--- src/rtl/fmps_pkg.sv ---
`timescale 1ns / 1ps
package fmps_pkg;

    // frame store geometry
    localparam int FRAME_BUFFER_BYTES = 64;
    localparam int ADDR_W             = $clog2(FRAME_BUFFER_BYTES);
    localparam int WP_W               = 6;
    localparam int CNT_W              = 7;

    localparam logic [7:0] MSG_ID = 8'hA2;

    // configuration register indexes and reset values
    localparam logic [1:0] CFG_FIRST_PRE  = 2'd0;
    localparam logic [1:0] CFG_SECOND_PRE = 2'd1;
    localparam logic [1:0] CFG_COPY_LEN   = 2'd2;

    localparam logic [7:0]       FIRST_PRE_RST  = 8'd170;
    localparam logic [7:0]       SECOND_PRE_RST = 8'd85;
    localparam logic [CNT_W-1:0] COPY_LEN_RST   = 7'd64;

    // result event codes
    localparam logic [1:0] EV_NONE   = 2'd0;
    localparam logic [1:0] EV_BYTE   = 2'd1;
    localparam logic [1:0] EV_BADSUM = 2'd2;
    localparam logic [1:0] EV_DROP   = 2'd3;

    typedef enum logic [2:0] {
        S_HUNT1,
        S_HUNT2,
        S_BODY,
        S_SUMLO,
        S_SUMHI,
        S_READ,
        S_EMIT
    } ctrl_state_t;

    typedef enum logic [2:0] {
        OP_NONE,
        OP_HUNT,
        OP_PRE2,
        OP_BODY,
        OP_SUMLO,
        OP_SUMHI
    } dp_op_t;

    typedef struct packed {
        dp_op_t     op;
        logic       out_load;
        logic [1:0] out_ev;
        logic       out_from_store;
        logic       rd_start;
        logic       rd_issue;
        logic       rd_next;
    } dp_cmd_t;

    typedef struct packed {
        logic pre1_match;
        logic pre2_match;
        logic body_drop;
        logic body_done;
        logic sum_lo_match;
        logic sum_hi_match;
        logic copy_zero;
        logic rd_last;
        logic out_free;
    } dp_stat_t;

endpackage

--- src/rtl/framed_message_parser_sum16.sv ---
`timescale 1ns / 1ps
// each accepted byte loads its result into the output register in the next cycle
// throughput: one byte per cycle when hunting or in a frame and the output is free
// a good frame with copy length n > 0 (capped at 64) instead reads out n stored bytes
// (store read, then emit) plus any output stall; no byte is accepted during that run
// reset (async, active low): hunting first preamble, config to defaults, store reads zero
module framed_message_parser_sum16 (
    input  logic       clk,
    input  logic       rst_n,
    // configuration write port
    input  logic       cfg_we,
    input  logic [1:0] cfg_index,
    input  logic [7:0] cfg_data,
    // received byte beats
    input  logic       in_valid,
    output logic       in_ready,
    input  logic [7:0] rx_byte,
    // result beats
    output logic       out_valid,
    input  logic       out_ready,
    output logic [1:0] event_res,
    output logic [7:0] frame_byte,
    output logic [5:0] byte_index,
    output logic       last_of_run
);
    import fmps_pkg::*;

    dp_cmd_t  cmd;
    dp_stat_t stat;

    // controller: parse phases plus the readout sequence after a good frame
    fmps_ctrl u_ctrl (
        .clk      (clk),
        .rst_n    (rst_n),
        .in_valid (in_valid),
        .in_ready (in_ready),
        .stat     (stat),
        .cmd      (cmd)
    );

    // datapath: config registers, running sum, frame store and result register
    fmps_dp u_dp (
        .clk         (clk),
        .rst_n       (rst_n),
        .cfg_we      (cfg_we),
        .cfg_index   (cfg_index),
        .cfg_data    (cfg_data),
        .rx_byte     (rx_byte),
        .out_ready   (out_ready),
        .cmd         (cmd),
        .stat        (stat),
        .out_valid   (out_valid),
        .event_res   (event_res),
        .frame_byte  (frame_byte),
        .byte_index  (byte_index),
        .last_of_run (last_of_run)
    );

endmodule

--- src/rtl/fmps_dp.sv ---
`timescale 1ns / 1ps
module fmps_dp (
    input  logic              clk,
    input  logic              rst_n,
    input  logic              cfg_we,
    input  logic [1:0]        cfg_index,
    input  logic [7:0]        cfg_data,
    input  logic [7:0]        rx_byte,
    input  logic              out_ready,
    input  fmps_pkg::dp_cmd_t cmd,
    output fmps_pkg::dp_stat_t stat,
    output logic              out_valid,
    output logic [1:0]        event_res,
    output logic [7:0]        frame_byte,
    output logic [5:0]        byte_index,
    output logic              last_of_run
);
    import fmps_pkg::*;

    logic [7:0]       first_pre_reg;
    logic [7:0]       second_pre_reg;
    logic [CNT_W-1:0] copy_len_reg;

    logic [WP_W-1:0]  wp_reg, wp_next;
    logic [7:0]       dl_reg, dl_next;
    logic [15:0]      sum_reg, sum_next;

    logic [7:0]                    store_mem [FRAME_BUFFER_BYTES];
    logic [FRAME_BUFFER_BYTES-1:0] store_vld_reg;
    logic                          wr_en;
    logic [WP_W-1:0]               wr_pos;
    logic                          wr_hit;
    logic [ADDR_W-1:0]             wr_addr;

    logic [ADDR_W-1:0] rd_cnt_reg;
    logic [7:0]        rd_data_reg;
    logic              rd_vld_reg;
    logic [CNT_W-1:0]  copy_n;

    logic              out_valid_reg;
    logic [1:0]        event_reg;
    logic [7:0]        fbyte_reg;
    logic [5:0]        idx_reg;
    logic              last_reg;

    logic [WP_W-1:0]   wp_inc;
    logic [7:0]        dl_eff;

    // configuration registers
    always_ff @(posedge clk or negedge rst_n)
    begin
        if (!rst_n)
        begin
            first_pre_reg  <= FIRST_PRE_RST;
            second_pre_reg <= SECOND_PRE_RST;
            copy_len_reg   <= COPY_LEN_RST;
        end
        else if (cfg_we)
        begin
            case (cfg_index)
                CFG_FIRST_PRE:  first_pre_reg  <= cfg_data;
                CFG_SECOND_PRE: second_pre_reg <= cfg_data;
                CFG_COPY_LEN:   copy_len_reg   <= cfg_data[CNT_W-1:0];
                default:        ;
            endcase
        end
    end

    assign wp_inc = wp_reg + WP_W'(1);
    assign dl_eff = (wp_reg == WP_W'(2)) ? rx_byte : dl_reg;

    // parse state update and store write position
    always_comb
    begin
        wp_next  = wp_reg;
        dl_next  = dl_reg;
        sum_next = sum_reg;
        wr_en    = 1'b0;
        wr_pos   = wp_reg;
        case (cmd.op)
            OP_HUNT:
            begin
                wp_next  = '0;
                sum_next = {8'd0, rx_byte};
                wr_en    = 1'b1;
                wr_pos   = '0;
            end
            OP_PRE2:
            begin
                wp_next  = WP_W'(2);
                sum_next = sum_reg + {8'd0, rx_byte};
                wr_en    = 1'b1;
                wr_pos   = WP_W'(1);
            end
            OP_BODY:
            begin
                dl_next  = dl_eff;
                wp_next  = wp_inc;
                sum_next = sum_reg + {8'd0, rx_byte};
                wr_en    = 1'b1;
            end
            OP_SUMLO:
            begin
                wp_next = wp_inc;
                wr_en   = 1'b1;
            end
            OP_SUMHI:
            begin
                wr_en = 1'b1;
            end
            default: ;
        endcase
    end

    assign wr_hit  = wr_en && ({1'b0, wr_pos} < (WP_W + 1)'(FRAME_BUFFER_BYTES));
    assign wr_addr = wr_pos[ADDR_W-1:0];

    always_ff @(posedge clk or negedge rst_n)
    begin
        if (!rst_n)
        begin
            wp_reg  <= '0;
            dl_reg  <= '0;
            sum_reg <= '0;
        end
        else
        begin
            wp_reg  <= wp_next;
            dl_reg  <= dl_next;
            sum_reg <= sum_next;
        end
    end

    // frame store: entries not yet written read as zero
    always_ff @(posedge clk)
    begin
        if (wr_hit)
            store_mem[wr_addr] <= rx_byte;
        if (cmd.rd_issue)
            rd_data_reg <= store_mem[rd_cnt_reg];
    end

    always_ff @(posedge clk or negedge rst_n)
    begin
        if (!rst_n)
        begin
            store_vld_reg <= '0;
            rd_vld_reg    <= 1'b0;
            rd_cnt_reg    <= '0;
        end
        else
        begin
            if (wr_hit)
                store_vld_reg[wr_addr] <= 1'b1;
            if (cmd.rd_issue)
                rd_vld_reg <= store_vld_reg[rd_cnt_reg];
            if (cmd.rd_start)
                rd_cnt_reg <= '0;
            else if (cmd.rd_next)
                rd_cnt_reg <= rd_cnt_reg + ADDR_W'(1);
        end
    end

    // readout length, saturated to the store size
    assign copy_n = (copy_len_reg > CNT_W'(FRAME_BUFFER_BYTES)) ?
                    CNT_W'(FRAME_BUFFER_BYTES) : copy_len_reg;

    // output register
    always_ff @(posedge clk or negedge rst_n)
    begin
        if (!rst_n)
            out_valid_reg <= 1'b0;
        else if (cmd.out_load)
            out_valid_reg <= 1'b1;
        else if (out_ready)
            out_valid_reg <= 1'b0;
    end

    always_ff @(posedge clk)
    begin
        if (cmd.out_load)
        begin
            if (cmd.out_from_store)
            begin
                event_reg <= EV_BYTE;
                fbyte_reg <= rd_vld_reg ? rd_data_reg : 8'd0;
                idx_reg   <= 6'(rd_cnt_reg);
                last_reg  <= stat.rd_last;
            end
            else
            begin
                event_reg <= cmd.out_ev;
                fbyte_reg <= 8'd0;
                idx_reg   <= 6'd0;
                last_reg  <= 1'b1;
            end
        end
    end

    // status towards the controller
    always_comb
    begin
        stat.pre1_match   = (rx_byte == first_pre_reg);
        stat.pre2_match   = (rx_byte == second_pre_reg);
        stat.body_drop    = ({1'b0, wp_reg} >= (WP_W + 1)'(FRAME_BUFFER_BYTES - 2)) ||
                            ((wp_reg == WP_W'(3)) && (rx_byte != MSG_ID));
        stat.body_done    = ({3'd0, wp_inc} + 9'd2) >= {1'b0, dl_eff};
        stat.sum_lo_match = (rx_byte == sum_reg[7:0]);
        stat.sum_hi_match = (rx_byte == sum_reg[15:8]);
        stat.copy_zero    = (copy_len_reg == '0);
        stat.rd_last      = ((CNT_W'(rd_cnt_reg) + CNT_W'(1)) == copy_n);
        stat.out_free     = !out_valid_reg || out_ready;
    end

    assign out_valid   = out_valid_reg;
    assign event_res   = event_reg;
    assign frame_byte  = fbyte_reg;
    assign byte_index  = idx_reg;
    assign last_of_run = last_reg;

endmodule

--- src/rtl/fmps_ctrl.sv ---
`timescale 1ns / 1ps
module fmps_ctrl (
    input  logic               clk,
    input  logic               rst_n,
    input  logic               in_valid,
    output logic               in_ready,
    input  fmps_pkg::dp_stat_t stat,
    output fmps_pkg::dp_cmd_t  cmd
);
    import fmps_pkg::*;

    ctrl_state_t state_reg, state_next;
    logic        parsing;
    logic        fire;

    assign parsing  = (state_reg == S_HUNT1) || (state_reg == S_HUNT2) ||
                      (state_reg == S_BODY) || (state_reg == S_SUMLO) ||
                      (state_reg == S_SUMHI);
    assign in_ready = parsing && stat.out_free;
    assign fire     = in_valid && in_ready;

    always_ff @(posedge clk or negedge rst_n)
    begin
        if (!rst_n)
            state_reg <= S_HUNT1;
        else
            state_reg <= state_next;
    end

    // next state
    always_comb
    begin
        state_next = state_reg;
        case (state_reg)
            S_HUNT1:
                if (fire)
                    state_next = stat.pre1_match ? S_HUNT2 : S_HUNT1;
            S_HUNT2:
                if (fire)
                    state_next = stat.pre2_match ? S_BODY : S_HUNT1;
            S_BODY:
                if (fire)
                begin
                    if (stat.body_drop)
                        state_next = S_HUNT1;
                    else if (stat.body_done)
                        state_next = S_SUMLO;
                end
            S_SUMLO:
                if (fire)
                    state_next = stat.sum_lo_match ? S_SUMHI : S_HUNT1;
            S_SUMHI:
                if (fire)
                    state_next = (stat.sum_hi_match && !stat.copy_zero) ? S_READ : S_HUNT1;
            S_READ:
                state_next = S_EMIT;
            S_EMIT:
                if (stat.out_free)
                    state_next = stat.rd_last ? S_HUNT1 : S_READ;
            default:
                state_next = S_HUNT1;
        endcase
    end

    // commands
    always_comb
    begin
        cmd = '{op: OP_NONE, out_ev: EV_NONE, default: 1'b0};
        case (state_reg)
            S_HUNT1:
                if (fire)
                begin
                    cmd.op       = OP_HUNT;
                    cmd.out_load = 1'b1;
                end
            S_HUNT2:
                if (fire)
                begin
                    cmd.out_load = 1'b1;
                    if (stat.pre2_match)
                        cmd.op = OP_PRE2;
                    else
                        cmd.out_ev = EV_DROP;
                end
            S_BODY:
                if (fire)
                begin
                    cmd.out_load = 1'b1;
                    if (stat.body_drop)
                        cmd.out_ev = EV_DROP;
                    else
                        cmd.op = OP_BODY;
                end
            S_SUMLO:
                if (fire)
                begin
                    cmd.op       = OP_SUMLO;
                    cmd.out_load = 1'b1;
                    if (!stat.sum_lo_match)
                        cmd.out_ev = EV_BADSUM;
                end
            S_SUMHI:
                if (fire)
                begin
                    cmd.op = OP_SUMHI;
                    if (!stat.sum_hi_match)
                    begin
                        cmd.out_load = 1'b1;
                        cmd.out_ev   = EV_BADSUM;
                    end
                    else if (stat.copy_zero)
                        cmd.out_load = 1'b1;
                    else
                        cmd.rd_start = 1'b1;
                end
            S_READ:
                cmd.rd_issue = 1'b1;
            S_EMIT:
                if (stat.out_free)
                begin
                    cmd.out_load       = 1'b1;
                    cmd.out_from_store = 1'b1;
                    cmd.rd_next        = !stat.rd_last;
                end
            default: ;
        endcase
    end

    // a result is never loaded over one that has not been taken
    a_load_free: assert property (@(posedge clk) disable iff (!rst_n)
        cmd.out_load |-> stat.out_free)
        else $error("result register overwritten");

    // a store read is always followed by its emit slot
    a_read_emit: assert property (@(posedge clk) disable iff (!rst_n)
        (state_reg == S_READ) |=> (state_reg == S_EMIT))
        else $error("read not followed by emit");

    // a bad low checksum byte ends the frame
    a_badsum_lo: assert property (@(posedge clk) disable iff (!rst_n)
        (fire && (state_reg == S_SUMLO) && !stat.sum_lo_match) |=> (state_reg == S_HUNT1))
        else $error("bad low checksum did not restart hunt");

    // a good frame with a non-zero copy length starts a readout
    a_accept_read: assert property (@(posedge clk) disable iff (!rst_n)
        (fire && (state_reg == S_SUMHI) && stat.sum_hi_match && !stat.copy_zero)
        |=> (state_reg == S_READ))
        else $error("accepted frame did not start readout");

endmodule

--- config.mk ---
export PLATFORM = sky130hd
export DESIGN_NAME = framed_message_parser_sum16
export DESIGN_NICKNAME = d
export VERILOG_FILES = /design/src/rtl/fmps_pkg.sv /design/src/rtl/framed_message_parser_sum16.sv /design/src/rtl/fmps_dp.sv /design/src/rtl/fmps_ctrl.sv
export SDC_FILE = /design/constraint.sdc
export NUM_CORES = 1
export LEC_CHECK = 0
export BUFFER_PORTS_ARGS = -buffer_cell sky130_fd_sc_hd__buf_2
export CORE_MARGIN = 8
export CORE_UTILIZATION = 30
export CTS_CLUSTER_SIZE = 12
export DETAILED_ROUTE_END_ITERATION = 8
export PLACE_DENSITY = 0.48
export SYNTH_ARGS = -nofsm -noshare
export SYNTH_HDL_FRONTEND = slang
export SYNTH_SLANG_ARGS = --single-unit
export TNS_END_PERCENT = 10
--- constraint.sdc ---
create_clock -name clk -period 5.6 [get_ports clk]
set_input_delay 0 -clock clk [delete_from_list [all_inputs] [get_ports clk]]
set_output_delay 0 -clock clk [all_outputs]
set_load 0.02 [all_outputs]
==> summary.txt <==
STA
  – RSZ-0062 raised after global routing: false
  – Final critical-path required period: 3810 ps
  – Clk_skew: 27.3 ps
  – Final setup fails: 0
  – Post-route setup TNS: 0 ps
  – Rel. slew slack: 0.0927
  – Worst-Margin Slew: 1350 ps
  – Max Slew Vio Count: 0
  – Crit share post-route: 0.681
  – Achievable clock frequency: 262 MHz
  – Hold Fails Final Rpt: 0

Floorplanning
  – Starting Density: 0.303
  – Die Ht: 320 um
  – Rows: 111
  – Die width: 320 um
  – # IOs: 42
  – Die area: 0.102 mm2
  – Core Area: 0.0917 mm2

Placed design
  – Port Buffer Count: 41
  – Gpl congestion: 0.792
  – DP HPWL: 44300 um

Clocking
  – Clock buffer count from CTS: 74
  – Worst-Skew Late Latency: 620 ps
  – CTS tree: built
  – Hold_buf cts: 21
  – Max Root-Sink Buffers: 3
  – Setup Buffers After CTS: 0
  – H-tree lvl count: 3
  – Worst-path clk slew: 60 ps
  – Root Buffer: clkbuf_16
  – PostCTS Resize Cnt: 0
  – Clk sinks: 665

Synth
  – Yosys reg bits: 665
  – Ys async rst share: 0.192
  – Mapped Area: 0.0278 mm2
  – Synth Instances: 1510
  – Unique masters post-synth: 88
  – Mapped Nets: 1553
  – Register area share after synthesis: 0.697
  – Synth Flop Type: edfxtp_1
  – Avg Cell Area, Syn: 18.4 um2
  – Post-synth EDFFs: 537
  – Yosys Warn Count: 0

Global routing
  – All-Layer GR Usage: 0.136
  – Overflow after GRT: 0
  – Vias in the first global route: 15036
  – Antenna violations before repair: 0
  – First-pass GRT wire length: 105000 um
  – Largest net degree at the start of global routing: 73

Detailed routing
  – Antenna-violating nets left: 0
  – Detailed-route via count: 14253
  – Vias per inst: 5.02
  – Initial DRT Pass Iterations: 5
  – Final WL: 69800 um
  – Post-route DRC violation count: 0
  – Iteration-0 DRC Markers: 1125
  – DR WL/cell: 24.6 um

Cells and area
  – Commonest cells after routing, fill and taps aside: 537 x edfxtp_1, 179 x mux4_2, 115 x dfrtp_1
  – Layout cell share with drive strength beyond 1: 0.259
  – Area of the multi-input gates: 0.00794 mm2
  – FILL cells: 8641
  – Max FFs per register: 512
  – Final core utilization: 0.348
  – Area grow syn2layout: 14.9%
  – Register area: 0.0193 mm2
  – Commonest non-fill, non-tap cell in the layout: edfxtp_1
  – Layout Nets: 1636
  – ANT cells: 0

Worst setup path
  – Slowest cell on crit path: dfrtp_1
  – Worst EP required: 6060 ps
  – Worst-path maximum fanout: 13
  – CP Cell Sequence: nand2_1 -> nor2_1 -> xnor2_1 -> or3b_2 -> xor2_1 -> ha_1 -> nor4_1 -> o21ai_0 -> a311o_1 -> a221oi_1 -> o21ai_0
  – Crit path launch type: register
  – Worst setup path class: register to register
  – CP max stage delay: 610 ps
  – Worst Setup End Kind: register
  – CP arrival: 4280 ps
  – CP most frequent cell: o21ai_0

Power
  – Logic pwr share: 0.037
  – Net Sw Power: 2.24 mW
  – Final Power: 10.5 mW
  – Sw frac: 0.213
  – Seq pwr share: 0.519
  – Leakage: 10.5 nW
  – PwrDens: 330 mW/mm2
  – VDD IR max: 0.221 mV
  – Clock group share of total power: 0.445
  – Pint: 8.28 mW

Run
  – Max Cap Violations: 0

Status
  – Status: complete, no violations

Min path
  – Hold Crit Class: primary input to register
==> final timing paths <==
kind	start	end	slack [ps]	depth (start not counted)
worst max-delay path	u_dp.wp_reg[2]	u_ctrl.state_reg[1]	1790	11
worst min-delay path	rx_byte[3]	u_dp.store_mem[29][3]	40	2
worst max register to register	u_dp.wp_reg[2]	u_ctrl.state_reg[1]	1790	11
worst min register to register	u_dp.store_vld_reg[3]	u_dp.store_vld_reg[3]	460	1
max in group asynchronous	rst_n	u_dp.store_vld_reg[17]	4060	4
min in group asynchronous	rst_n	u_dp.first_pre_reg[7]	530	3
==> critical path, delay by kind of cell (launching register included) <==
kind	cells	cell delay (ps)
fa+ha+maj	1	210
compound gates	4	1110
simple gates	4	1360
flops	1	610
xor+xnor	2	370
==> routing by layer <==
metal | share of wire | vias up | track usage
met1 | 0.45 | 7622 | 0.189
met3 | 0.040 | 84 | 0.0193
li1 | - | 6234 | -
met2 | 0.49 | 313 | 0.224
met5 | 0 | - | 0
met4 | 0.021 | 0 | 0.0389
==> cells by family (layout without fill, tap and decap cells) <==
| logic type | Yosys count | after routing | synth area share |
|---|---|---|---|
| flops | 665 | 665 | 0.697 |
| simple gates | 291 | 291 | 0.0546 |
| mux | 230 | 230 | 0.165 |
| compound gates | 158 | 158 | 0.0434 |
| buf+inv | 107 | 249 | 0.0174 |
| xor+xnor | 39 | 39 | 0.0133 |
| fa+ha+maj | 20 | 20 | 0.00929 |
==> layout make-up <==
class / instances / area share
inverter: 16 / 0.00188
clock inverter: 31 / 0.00875
sequential: 665 / 0.607
timing repair buffer: 98 / 0.0230
clock buffer: 104 / 0.0636
tap: 1186 / 0.0466
multi-input combinational: 738 / 0.249
==> through the flow <==
stage                     area (um2)  cells  setup WS, ps  hold slack [ps]
after floorplan                27800   1510          2400             -296
after global placement         29300   2682          1840             17.1
after detailed placement       29300   2682          1830             22.6
after CTS                      31900   2838          1820             3.79
after global routing           31900   2838          1450             18.3
final                          31900   2838          1790             37.0
==> power by group through the flow <==
| stage | logic (mW) | clock network, mW | registers [mW] |
|---|---|---|---|
| 4_1_cts | 0.395 | 4.82 | 5.46 |
| 5_1_grt | 0.424 | 4.99 | 5.46 |
| 3_5_place_dp | 0.376 | 0 | 5.56 |
| 2_1_floorplan | 0.192 | 0 | 5.55 |
| 6_report | 0.385 | 4.68 | 5.46 |
| 3_3_place_gp | 0.370 | 0 | 5.56 |
==> Yosys cell counts (18+ instances only) <==
| master | n | share of area |
|---|---|---|
| mux2i_1 | 23 | 0.0083 |
| buf_2 | 29 | 0.0052 |
| mux2_2 | 27 | 0.011 |
| a22oi_1 | 23 | 0.0062 |
| clkbuf_1 | 40 | 0.0054 |
| o21ai_0 | 23 | 0.0041 |
| ha_1 | 19 | 0.0086 |
| xnor2_1 | 31 | 0.0098 |
| nor2_1 | 99 | 0.013 |
| o21bai_1 | 37 | 0.010 |
| a21oi_1 | 18 | 0.0032 |
| mux4_2 | 179 | 0.15 |
| edfxtp_1 | 537 | 0.58 |
| dfrtp_1 | 119 | 0.11 |
| nand2_1 | 42 | 0.0057 |
| or2_1 | 23 | 0.0052 |
No activity file was read; power rests on OpenSTA's default activity.
